**src/rtl/cfglex_pkg.sv**
```systemverilog
// Shared types, token and error codes, lexer mode codes and character helpers.
package cfglex_pkg;

  localparam int OFFSET_BITS_DEF = 24;
  localparam int TOK_W           = 24;
  localparam int MAX_TOKENS      = 3;
  localparam int FIFO_DEPTH      = 8;

  // Token kinds.
  localparam logic [3:0] K_EQ     = 4'd0;
  localparam logic [3:0] K_COLON  = 4'd1;
  localparam logic [3:0] K_LBRACE = 4'd2;
  localparam logic [3:0] K_RBRACE = 4'd3;
  localparam logic [3:0] K_GT     = 4'd4;
  localparam logic [3:0] K_GE     = 4'd5;
  localparam logic [3:0] K_LT     = 4'd6;
  localparam logic [3:0] K_LE     = 4'd7;
  localparam logic [3:0] K_QE     = 4'd8;
  localparam logic [3:0] K_NUM    = 4'd9;
  localparam logic [3:0] K_STR    = 4'd10;
  localparam logic [3:0] K_BOOL   = 4'd11;
  localparam logic [3:0] K_IDENT  = 4'd12;
  localparam logic [3:0] K_END    = 4'd13;
  localparam logic [3:0] K_ERROR  = 4'd14;

  // Error codes.
  localparam logic [2:0] E_NONE     = 3'd0;
  localparam logic [2:0] E_LONE_QM  = 3'd1;
  localparam logic [2:0] E_DOT      = 3'd2;
  localparam logic [2:0] E_NUM_END  = 3'd3;
  localparam logic [2:0] E_OPEN_STR = 3'd4;
  localparam logic [2:0] E_BAD_CHAR = 3'd5;

  // Lexer modes.
  localparam logic [3:0] M_START   = 4'd0;
  localparam logic [3:0] M_IDLE    = 4'd1;
  localparam logic [3:0] M_COMMENT = 4'd2;
  localparam logic [3:0] M_GT      = 4'd3;
  localparam logic [3:0] M_LT      = 4'd4;
  localparam logic [3:0] M_QM      = 4'd5;
  localparam logic [3:0] M_NUM     = 4'd6;
  localparam logic [3:0] M_STR     = 4'd7;
  localparam logic [3:0] M_IDENT   = 4'd8;
  localparam logic [3:0] M_BOM1    = 4'd9;
  localparam logic [3:0] M_BOM2    = 4'd10;
  localparam logic [3:0] M_ERR     = 4'd11;

  // Keyword tracker codes for "yes" and "no".
  localparam logic [2:0] KW_NONE = 3'd0;
  localparam logic [2:0] KW_Y    = 3'd1;
  localparam logic [2:0] KW_YE   = 3'd2;
  localparam logic [2:0] KW_YES  = 3'd3;
  localparam logic [2:0] KW_N    = 3'd4;
  localparam logic [2:0] KW_NO   = 3'd5;

  // Characters.
  localparam logic [7:0] CH_NL     = 8'h0A;
  localparam logic [7:0] CH_QUOTE  = 8'h22;
  localparam logic [7:0] CH_HASH   = 8'h23;
  localparam logic [7:0] CH_MINUS  = 8'h2D;
  localparam logic [7:0] CH_DOT    = 8'h2E;
  localparam logic [7:0] CH_COLON  = 8'h3A;
  localparam logic [7:0] CH_LT     = 8'h3C;
  localparam logic [7:0] CH_EQ     = 8'h3D;
  localparam logic [7:0] CH_GT     = 8'h3E;
  localparam logic [7:0] CH_QMARK  = 8'h3F;
  localparam logic [7:0] CH_UNDER  = 8'h5F;
  localparam logic [7:0] CH_LOW_E  = 8'h65;
  localparam logic [7:0] CH_LOW_N  = 8'h6E;
  localparam logic [7:0] CH_LOW_O  = 8'h6F;
  localparam logic [7:0] CH_LOW_S  = 8'h73;
  localparam logic [7:0] CH_LOW_Y  = 8'h79;
  localparam logic [7:0] CH_LBRACE = 8'h7B;
  localparam logic [7:0] CH_RBRACE = 8'h7D;
  localparam logic [7:0] CH_BOM0   = 8'hEF;
  localparam logic [7:0] CH_BOM1   = 8'hBB;

  typedef struct packed {
    logic [3:0]       kind;
    logic [TOK_W-1:0] start;
    logic [TOK_W-1:0] length;
    logic [2:0]       code;
    logic             last;
  } token_t;

  function automatic logic is_digit(input logic [7:0] c);
    return c inside {[8'h30:8'h39]};
  endfunction

  function automatic logic is_letter(input logic [7:0] c);
    return c inside {[8'h61:8'h7A], [8'h41:8'h5A]};
  endfunction

  function automatic logic is_ident(input logic [7:0] c);
    return (c == CH_UNDER) || is_digit(c) || is_letter(c);
  endfunction

  function automatic logic is_space(input logic [7:0] c);
    return c inside {8'h20, [8'h09:8'h0D]};
  endfunction

endpackage

```
**src/rtl/cfglex_core.sv**
```systemverilog
// Lexer state and the per-byte token decode, up to three tokens per byte.
module cfglex_core #(
  parameter int OFFSET_BITS = cfglex_pkg::OFFSET_BITS_DEF
) (
  input  logic                        clk,
  input  logic                        rst,
  input  logic                        go,
  input  logic [7:0]                  c,
  input  logic                        fin,
  output logic [1:0]                  tok_cnt,
  output cfglex_pkg::token_t [2:0]    toks
);
  import cfglex_pkg::*;

  localparam int OB = OFFSET_BITS;

  logic [3:0]    mode;
  logic [OB-1:0] byte_offset;
  logic [OB-1:0] token_begin;
  logic          digit_seen;
  logic          dot_seen;
  logic          last_was_dot;
  logic [2:0]    keyword_match;

  logic [3:0]    mode_next;
  logic [OB-1:0] byte_offset_next;
  logic [OB-1:0] token_begin_next;
  logic          digit_seen_next;
  logic          dot_seen_next;
  logic          last_was_dot_next;
  logic [2:0]    keyword_match_next;

  logic [OB-1:0] p;
  logic [OB-1:0] p_end;

  // Result of treating the byte as the first byte of a new token.
  logic [3:0]    f_mode;
  logic [OB-1:0] f_tb;
  logic          f_ds;
  logic          f_dot;
  logic          f_lwd;
  logic [2:0]    f_kw;
  logic          f_emit;
  token_t        f_tok;

  // Values after the byte itself, before the end-of-text flush.
  logic [3:0]    m;
  logic [OB-1:0] tb;
  logic          ds;
  logic          dt;
  logic          lwd;
  logic [2:0]    kw;
  logic [1:0]    n;
  token_t [2:0]  tv;

  function automatic token_t mk(input logic [3:0] k, input logic [OB-1:0] s,
                                input logic [OB-1:0] l, input logic [2:0] e);
    token_t t;
    t.kind   = k;
    t.start  = TOK_W'(s);
    t.length = TOK_W'(l);
    t.code   = e;
    t.last   = 1'b0;
    return t;
  endfunction

  function automatic logic [3:0] ident_kind(input logic [2:0] k);
    return (k == KW_YES || k == KW_NO) ? K_BOOL : K_IDENT;
  endfunction

  assign p     = byte_offset;
  assign p_end = byte_offset + OB'(1);

  always_comb begin
    f_mode = M_IDLE;
    f_tb   = token_begin;
    f_ds   = digit_seen;
    f_dot  = dot_seen;
    f_lwd  = last_was_dot;
    f_kw   = keyword_match;
    f_emit = 1'b0;
    f_tok  = mk(K_ERROR, p, '0, E_BAD_CHAR);
    if (!is_space(c)) begin
      f_tb = p;
      case (c)
        CH_HASH:   f_mode = M_COMMENT;
        CH_EQ: begin
          f_emit = 1'b1;
          f_tok  = mk(K_EQ, p, OB'(1), E_NONE);
        end
        CH_COLON: begin
          f_emit = 1'b1;
          f_tok  = mk(K_COLON, p, OB'(1), E_NONE);
        end
        CH_LBRACE: begin
          f_emit = 1'b1;
          f_tok  = mk(K_LBRACE, p, OB'(1), E_NONE);
        end
        CH_RBRACE: begin
          f_emit = 1'b1;
          f_tok  = mk(K_RBRACE, p, OB'(1), E_NONE);
        end
        CH_GT:     f_mode = M_GT;
        CH_LT:     f_mode = M_LT;
        CH_QMARK:  f_mode = M_QM;
        CH_QUOTE: begin
          f_tb   = p + OB'(1);
          f_mode = M_STR;
        end
        default: begin
          if (c == CH_MINUS || is_digit(c)) begin
            f_mode = M_NUM;
            f_ds   = is_digit(c);
            f_dot  = 1'b0;
            f_lwd  = 1'b0;
          end else if (is_ident(c)) begin
            f_mode = M_IDENT;
            f_kw   = (c == CH_LOW_Y) ? KW_Y : (c == CH_LOW_N) ? KW_N : KW_NONE;
          end else begin
            // Bad character: error token, then ignore the rest of the text.
            f_emit = 1'b1;
            f_mode = M_ERR;
          end
        end
      endcase
    end
  end

  always_comb begin
    logic use_fresh;
    use_fresh = 1'b0;
    m   = mode;
    tb  = token_begin;
    ds  = digit_seen;
    dt  = dot_seen;
    lwd = last_was_dot;
    kw  = keyword_match;
    n   = 2'd0;
    tv  = '0;

    case (mode)
      M_START: begin
        if (c == CH_BOM0) begin
          if (fin) begin
            tv[n] = mk(K_ERROR, '0, '0, E_BAD_CHAR);
            n = n + 2'd1;
            m = M_ERR;
          end else begin
            m = M_BOM1;
          end
        end else begin
          use_fresh = 1'b1;
        end
      end
      M_BOM1: begin
        if (c == CH_BOM1 && !fin) begin
          m = M_BOM2;
        end else begin
          tv[n] = mk(K_ERROR, '0, '0, E_BAD_CHAR);
          n = n + 2'd1;
          m = M_ERR;
        end
      end
      M_BOM2: begin
        if (fin) begin
          tv[n] = mk(K_ERROR, '0, '0, E_BAD_CHAR);
          n = n + 2'd1;
          m = M_ERR;
        end else begin
          m = M_IDLE;
        end
      end
      M_COMMENT: begin
        if (c == CH_NL) m = M_IDLE;
      end
      M_GT, M_LT: begin
        if (c == CH_EQ) begin
          tv[n] = mk((mode == M_GT) ? K_GE : K_LE, token_begin, OB'(2), E_NONE);
          n = n + 2'd1;
          m = M_IDLE;
        end else begin
          tv[n] = mk((mode == M_GT) ? K_GT : K_LT, token_begin, OB'(1), E_NONE);
          n = n + 2'd1;
          use_fresh = 1'b1;
        end
      end
      M_QM: begin
        if (c == CH_EQ) begin
          tv[n] = mk(K_QE, token_begin, OB'(2), E_NONE);
          n = n + 2'd1;
          m = M_IDLE;
        end else begin
          tv[n] = mk(K_ERROR, token_begin, '0, E_LONE_QM);
          n = n + 2'd1;
          m = M_ERR;
        end
      end
      M_NUM: begin
        if (c == CH_DOT) begin
          if (dot_seen || !digit_seen) begin
            tv[n] = mk(K_ERROR, p, '0, E_DOT);
            n = n + 2'd1;
            m = M_ERR;
          end else begin
            dt  = 1'b1;
            lwd = 1'b1;
          end
        end else if (is_digit(c)) begin
          ds  = 1'b1;
          lwd = 1'b0;
        end else if (!digit_seen || last_was_dot) begin
          tv[n] = mk(K_ERROR, p, '0, E_NUM_END);
          n = n + 2'd1;
          m = M_ERR;
        end else begin
          tv[n] = mk(K_NUM, token_begin, p - token_begin, E_NONE);
          n = n + 2'd1;
          use_fresh = 1'b1;
        end
      end
      M_STR: begin
        if (c == CH_QUOTE) begin
          tv[n] = mk(K_STR, token_begin, p - token_begin, E_NONE);
          n = n + 2'd1;
          m = M_IDLE;
        end
      end
      M_IDENT: begin
        if (is_ident(c)) begin
          if (keyword_match == KW_Y && c == CH_LOW_E) kw = KW_YE;
          else if (keyword_match == KW_YE && c == CH_LOW_S) kw = KW_YES;
          else if (keyword_match == KW_N && c == CH_LOW_O) kw = KW_NO;
          else kw = KW_NONE;
        end else begin
          tv[n] = mk(ident_kind(keyword_match), token_begin, p - token_begin, E_NONE);
          n = n + 2'd1;
          use_fresh = 1'b1;
        end
      end
      M_ERR: begin
      end
      default: use_fresh = 1'b1;
    endcase

    if (use_fresh) begin
      m   = f_mode;
      tb  = f_tb;
      ds  = f_ds;
      dt  = f_dot;
      lwd = f_lwd;
      kw  = f_kw;
      if (f_emit) begin
        tv[n] = f_tok;
        n = n + 2'd1;
      end
    end

    // End of text: flush the pending token, then the end token.
    if (fin) begin
      case (m)
        M_GT: begin
          tv[n] = mk(K_GT, tb, OB'(1), E_NONE);
          n = n + 2'd1;
        end
        M_LT: begin
          tv[n] = mk(K_LT, tb, OB'(1), E_NONE);
          n = n + 2'd1;
        end
        M_QM: begin
          tv[n] = mk(K_ERROR, tb, '0, E_LONE_QM);
          n = n + 2'd1;
        end
        M_NUM: begin
          if (!ds || lwd) tv[n] = mk(K_ERROR, p_end, '0, E_NUM_END);
          else tv[n] = mk(K_NUM, tb, p_end - tb, E_NONE);
          n = n + 2'd1;
        end
        M_STR: begin
          tv[n] = mk(K_ERROR, p_end, '0, E_OPEN_STR);
          n = n + 2'd1;
        end
        M_IDENT: begin
          tv[n] = mk(ident_kind(kw), tb, p_end - tb, E_NONE);
          n = n + 2'd1;
        end
        M_BOM1, M_BOM2: begin
          tv[n] = mk(K_ERROR, '0, '0, E_BAD_CHAR);
          n = n + 2'd1;
        end
        default: begin
        end
      endcase
      tv[n] = mk(K_END, p_end, '0, E_NONE);
      n = n + 2'd1;
    end

    if (n != 2'd0) tv[n - 2'd1].last = 1'b1;
  end

  assign tok_cnt = n;
  assign toks    = tv;

  always_comb begin
    if (fin) begin
      mode_next          = M_START;
      byte_offset_next   = '0;
      token_begin_next   = '0;
      digit_seen_next    = 1'b0;
      dot_seen_next      = 1'b0;
      last_was_dot_next  = 1'b0;
      keyword_match_next = KW_NONE;
    end else begin
      mode_next          = m;
      byte_offset_next   = p_end;
      token_begin_next   = tb;
      digit_seen_next    = ds;
      dot_seen_next      = dt;
      last_was_dot_next  = lwd;
      keyword_match_next = kw;
    end
  end

  always_ff @(posedge clk) begin
    if (rst) begin
      mode          <= M_START;
      byte_offset   <= '0;
      token_begin   <= '0;
      digit_seen    <= 1'b0;
      dot_seen      <= 1'b0;
      last_was_dot  <= 1'b0;
      keyword_match <= KW_NONE;
    end else if (go) begin
      mode          <= mode_next;
      byte_offset   <= byte_offset_next;
      token_begin   <= token_begin_next;
      digit_seen    <= digit_seen_next;
      dot_seen      <= dot_seen_next;
      last_was_dot  <= last_was_dot_next;
      keyword_match <= keyword_match_next;
    end
  end

  // The final byte always yields at least the end token.
  a_final_has_end: assert property (@(posedge clk) disable iff (rst)
    go && fin |-> tok_cnt != 2'd0)
    else $error("final byte produced no token");

  // After the final byte the lexer is back at the start of a new text.
  a_final_restarts: assert property (@(posedge clk) disable iff (rst)
    go && fin |=> mode == M_START && byte_offset == '0)
    else $error("lexer did not restart after final byte");

  // In the error mode nothing is emitted until the last byte.
  a_err_silent: assert property (@(posedge clk) disable iff (rst)
    go && !fin && mode == M_ERR |-> tok_cnt == 2'd0)
    else $error("token emitted while ignoring bytes after an error");

endmodule

```
**src/rtl/cfglex_fifo.sv**
```systemverilog
// Token queue: takes up to three tokens per cycle, hands out one per beat.
module cfglex_fifo (
  input  logic                     clk,
  input  logic                     rst,
  input  logic [1:0]               push_cnt,
  input  cfglex_pkg::token_t [2:0] push_data,
  output logic                     space,
  output logic                     out_valid,
  input  logic                     out_stall,
  output cfglex_pkg::token_t       head
);
  import cfglex_pkg::*;

  localparam int PW = $clog2(FIFO_DEPTH);
  localparam int CW = $clog2(FIFO_DEPTH + 1);

  token_t          mem [FIFO_DEPTH];
  logic [PW-1:0]   wr_ptr;
  logic [PW-1:0]   rd_ptr;
  logic [CW-1:0]   count;
  logic [CW-1:0]   count_next;
  logic            pop;

  assign out_valid  = (count != '0);
  assign pop        = out_valid && !out_stall;
  assign head       = mem[rd_ptr];
  assign space      = (count <= CW'(FIFO_DEPTH - MAX_TOKENS));
  assign count_next = count + CW'(push_cnt) - CW'(pop);

  always_ff @(posedge clk) begin
    for (int i = 0; i < MAX_TOKENS; i++) begin
      if (2'(i) < push_cnt) mem[wr_ptr + PW'(i)] <= push_data[i];
    end
  end

  always_ff @(posedge clk) begin
    if (rst) begin
      wr_ptr <= '0;
      rd_ptr <= '0;
      count  <= '0;
    end else begin
      wr_ptr <= wr_ptr + PW'(push_cnt);
      if (pop) rd_ptr <= rd_ptr + PW'(1);
      count <= count_next;
    end
  end

  a_no_overflow: assert property (@(posedge clk) disable iff (rst)
    count <= CW'(FIFO_DEPTH))
    else $error("token queue overflow");

  a_push_with_space: assert property (@(posedge clk) disable iff (rst)
    push_cnt != 2'd0 |-> space)
    else $error("tokens pushed without room for a full byte");

  a_ptr_gap: assert property (@(posedge clk) disable iff (rst)
    count != CW'(FIFO_DEPTH) |-> PW'(wr_ptr - rd_ptr) == PW'(count))
    else $error("queue pointers disagree with count");

endmodule

```
**src/rtl/config_text_lexer_unit.sv**
```systemverilog
// Top level of the streaming key/value configuration text lexer.
//
//  Channel | Direction | Handshake            | Beat payload
//  --------+-----------+----------------------+----------------------------------------
//  input   | in        | in_valid / in_stall  | text_byte, final_byte
//  output  | out       | out_valid / out_stall| token_kind, token_start, token_length,
//          |           |                      | error_code, run_last
//
// One text byte is accepted per cycle while in_stall is low. An accepted byte
// sits in the input register, where the lexer decodes it against the
// current mode; when the byte retires it writes zero to three tokens into
// an eight-entry token queue, from whose head the tokens leave in order.
// The output port moves one token per beat, so a byte that yields two or
// three tokens (a flush at the final byte, or a '>' ended by a punctuation
// byte) takes that many output beats; the queue absorbs such bursts.
// in_stall rises only while the registered byte cannot move on because the
// queue has fewer than three free entries. That happens when out_stall
// holds tokens back, or when a run of bytes yields more tokens than one per
// byte (for example many one-byte texts, each giving a token and an end
// token). Reset is synchronous and clears the lexer to the start of a text,
// empties the queue and drops any registered byte.
module config_text_lexer_unit #(
  parameter int OFFSET_BITS = cfglex_pkg::OFFSET_BITS_DEF
) (
  input  logic        clk,
  input  logic        rst,
  input  logic        in_valid,
  output logic        in_stall,
  input  logic [7:0]  text_byte,
  input  logic        final_byte,
  output logic        out_valid,
  input  logic        out_stall,
  output logic [3:0]  token_kind,
  output logic [23:0] token_start,
  output logic [23:0] token_length,
  output logic [2:0]  error_code,
  output logic        run_last
);
  import cfglex_pkg::*;

  // Input register: the byte under decode.
  logic         s_valid;
  logic [7:0]   s_byte;
  logic         s_final;
  logic         s_valid_next;

  logic         space;
  logic         advance;
  logic         in_take;
  logic [1:0]   tok_cnt;
  token_t [2:0] toks;
  token_t       head;

  // The registered byte is decoded and retired whenever the queue has room
  // for the largest burst one byte can produce.
  assign advance  = s_valid && space;
  assign in_stall = s_valid && !space;
  assign in_take  = in_valid && !in_stall;

  always_comb begin
    s_valid_next = s_valid;
    if (in_take) s_valid_next = 1'b1;
    else if (advance) s_valid_next = 1'b0;
  end

  always_ff @(posedge clk) begin
    if (rst) begin
      s_valid <= 1'b0;
    end else begin
      s_valid <= s_valid_next;
    end
  end

  always_ff @(posedge clk) begin
    if (in_take) begin
      s_byte  <= text_byte;
      s_final <= final_byte;
    end
  end

  cfglex_core #(
    .OFFSET_BITS(OFFSET_BITS)
  ) u_core (
    .clk     (clk),
    .rst     (rst),
    .go      (advance),
    .c       (s_byte),
    .fin     (s_final),
    .tok_cnt (tok_cnt),
    .toks    (toks)
  );

  // Only tokens of a byte that actually retires go into the queue.
  cfglex_fifo u_fifo (
    .clk       (clk),
    .rst       (rst),
    .push_cnt  (advance ? tok_cnt : 2'd0),
    .push_data (toks),
    .space     (space),
    .out_valid (out_valid),
    .out_stall (out_stall),
    .head      (head)
  );

  assign token_kind   = head.kind;
  assign token_start  = head.start;
  assign token_length = head.length;
  assign error_code   = head.code;
  assign run_last     = head.last;

endmodule
```
**config.mk**
```make
export PLATFORM = sky130hd
export DESIGN_NAME = config_text_lexer_unit
export DESIGN_NICKNAME = d
export VERILOG_FILES = /design/src/rtl/cfglex_pkg.sv /design/src/rtl/cfglex_core.sv /design/src/rtl/cfglex_fifo.sv /design/src/rtl/config_text_lexer_unit.sv
export SDC_FILE = /design/constraint.sdc
export NUM_CORES = 1
export LEC_CHECK = 0
export BUFFER_PORTS_ARGS = -buffer_cell sky130_fd_sc_hd__buf_4
export CAP_MARGIN = 30
export CORE_ASPECT_RATIO = 0.75
export CORE_MARGIN = 3
export CORE_UTILIZATION = 45
export CTS_CLUSTER_SIZE = 28
export DETAILED_ROUTE_END_ITERATION = 6
export PLACE_DENSITY = 0.58
export SLEW_MARGIN = 20
export SYNTH_ARGS = -nofsm -noshare
export SYNTH_HDL_FRONTEND = slang
export SYNTH_SLANG_ARGS = --single-unit
```
**constraint.sdc**
```tcl
create_clock -name clk -period 10.7 [get_ports clk]
set_input_delay 0.535 -clock clk [delete_from_list [all_inputs] [get_ports clk]]
set_output_delay 0.535 -clock clk [all_outputs]
set_load 0.1 [all_outputs]
```
==> flow_summary.yaml <==
critical_path:
  critPathKind: "flop to flop"
  arrival_ns: 8.52
  crit_required_ns: 10.97
  critPathLaunchType: "flop"
  critPathCaptureType: "flop"
  worstPathMaxFanout: 43
floorplanning:
  die_h_um: 245.4
  ios: 71
  initial_core_util_pct: 45.58
  die-area_sq_mm: 0.07980
  dieWidth_um: 325.2
  core_area_sq_mm: 0.07544
  fp-row-count: 87
cells_and_area:
  multiInputGateArea_sq_mm: 0.01801
  fin_util_pct: 51.12
  synthToLayoutAreaGrowth_pct: 12.15
  design_area_sq_mm: 0.03856
  layout_common_cells: "nand2_1 (530), edfxtp_1 (457), nor2_1 (230)"
  drive_above_1_share_pct: 16.65
  nNetsFinal: 3531
  register_area_sq_mm: 0.01518
  num-fill-cells: 6853
  layout_commonest_cell: "nand2_1"
sta:
  layout_setup_ws_ns: 2.448
  finalSetupViolations: 0
  setup_tns_ns: 0
  post-route-min-period_ns: 8.252
  finalHoldViolCount: 0
  max_freq_ghz: 0.1212
  fin_hold_ws_ns: 0.06387
  tightest_slew_ns: 1.069
  maxSlewViolCount: 0
  finClkSkew_ns: 0.01334
  grt_setup_unrepaired: "false"
  fin_crit_sh_pct: 77.12
  maxSlewHeadroom_pct: 28.39
synth:
  ys_warn_count: 0
  synth_top_family_by_area: "compound AO/OA/AOI/OAI gates"
  synth_xor_area_share_pct: 2.318
  synthFlopType: "edfxtp_1"
  synth_fp_nets: 3511
  synthAdderAreaFrac_pct: 2.671
  synth_area_per_cell_sq_um: 10.03
  synth-simple-area-share_pct: 14.22
  synth_mux_area_share_pct: 9.657
  synth-edff-count: 457
  synth_compound_gate_area_share_pct: 22.97
  syn_inst: 3427
  yosysSeqAreaShare_pct: 44.10
  ys_ff_latch: 529
  netlist_area_sq_mm: 0.03439
  async_flop_share_pct: 0
  synth_cell_type_count: 103
clock_network:
  cts_tree: "done"
  numCtsBuffers: 58
  htree_levels: 2
  cts-root-buf: "clkbuf_16"
  insertion_delay_ns: 0.65
  clkTransAtPathRegs_ns: 0.06
  cts.path.max_buffers: 3
  postCtsSetupRepairBufs: 0
  holdBufCountCts: 0
  cts_num_sinks: 529
  cts_resized: 0
detailed_routing:
  wl_per_cell_um: 33.34
  post-route-drc-count: 6
  num_vias: 32011
  ant_nets: 0
  firstDrtPassIters: 7
  viasPerCell: 7.081
  drt_iter0_drc: 4999
  drt_wl_total_um: 150700
grt:
  grt_pass1_wl_um: 215400
  grt_pass1_vias: 29912
  track_usage_pct: 36.70
  grt_max_degree: 94
  antenna_found_initial: 1
  gr-total-overflow: 0
place:
  place_hpwl_um: 102900
  place_ws_ns: 2.656
  gp_congestion: 1.027
  dpl_cell_area_sq_mm: 0.03641
  port_buffers: 70
job:
  drv_cap: 0
pwr:
  p_leak_nw: 12.73
  ir_worst_vdd_mv: 0.3794
  powerDensity_mw_per_mm2: 246.0
outcome:
  status: "finished with violations"
  violations: "DRC"
hold_path:
  hold_path_class: "input pin to flop"
[cell type report]
type,count,share of cell area (%)
Antenna cell,2,0.01298
Clock buffer,76,4.127
Clock inverter,33,0.9896
Inverter,81,0.7884
Multi-Input combinational cell,2550,46.71
Sequential cell,529,39.35
Tap cell,1023,3.319
Timing Repair Buffer,227,4.698
[Yosys cell counts (all sizes together) (35+ instances only)]
cell type  instances  area share, %
a22oi             91            2.0
edfxtp           457             40
o22ai             77            1.4
nand2            535            5.8
xor2              35           0.89
dfxtp             72            4.2
buf               81            1.1
inv               80           0.87
xnor2             56            1.4
ha                67            2.4
a21oi            162            2.4
mux4             112            7.3
nand3             74            1.1
nor2             241            2.7
o221ai           206            5.2
o211ai            44           0.96
mux2              62            2.0
nor3              45           0.69
o21ai            261            3.8
clkbuf           186            2.0
[routing by layer]
| layer | track usage (%) | up-vias | part of all wire [%] |
|---|---|---|---|
| li1 | - | 13447 | - |
| met1 | 51.94 | 15822 | 41 |
| met2 | 53.13 | 2353 | 42 |
| met3 | 9.639 | 389 | 12 |
| met4 | 15.72 | 0 | 4.5 |
| met5 | 0 | - | 0 |
[path summary, 6_finish.rpt]
kind         depth (start not counted)  slack (ns)                     end              startpoint
max                                 21        2.45       u_fifo.mem[5][37]          u_core.mode[3]
min                                  1        0.06               s_byte[2]            text_byte[2]
max reg2reg                         21        2.45       u_fifo.mem[5][37]          u_core.mode[3]
min reg2reg                          2        0.50  u_core.token_begin[22]  u_core.token_begin[22]
[sequential cells by signal, summed over array words and instances (netlist names), 3 cells and up, named ones only]
signal                flops
s_byte                    8
u_fifo.count              4
u_core.byte_offset       24
u_fifo.rd_ptr             3
u_core.keyword_match      3
u_fifo.wr_ptr             3
u_core.token_begin       24
u_fifo.mem              448
u_core.mode               4
[cells by family after synthesis]
group                      count (synthesis)
buffers and inverters                    348
xor gates and xnor gates                  91
DFF                                      529
AOI/OAI and AO/OA                       1122
adders and majority gates                 71
muxes                                    182
and+or+nand+nor                         1084
[worst max-delay path: stages, from the launching register on]
cell      delay [ns]
dfxtp_1         0.61
inv_1           0.14
nor4_1          0.80
o211ai_1        0.43
nand4_4         0.35
mux2_2          0.47
o21ai_1         0.45
nand3_1         0.47
nand2_1         0.19
o21a_1          0.16
inv_1           0.06
ha_1            0.30
mux2_2          0.32
nor2_2          0.32
inv_1           0.42
nor3_1          0.34
a21boi_2        0.19
buf_4           0.35
nor2_2          0.05
buf_4           0.30
o21ai_4         0.31
buf_4           0.70
[where the power goes]
| part | internal, mW | leakage, nW | total (mW) | switching [mW] |
|---|---|---|---|---|
| registers | 2.55 | 4.93 | 2.65 | 0.0965 |
| logic | 1.34 | 6.84 | 4.72 | 3.38 |
| clock network | 1.22 | 0.957 | 2.12 | 0.899 |
[metrics by stage]
step	instances	power, mW
after global routing	4519	9.812
after CTS	4504	9.385
after global placement	4381	7.205
after detailed placement	4395	7.277
after floorplan	3427	5.810
final	4521	9.487
No activity file was read; power rests on OpenSTA's default activity.
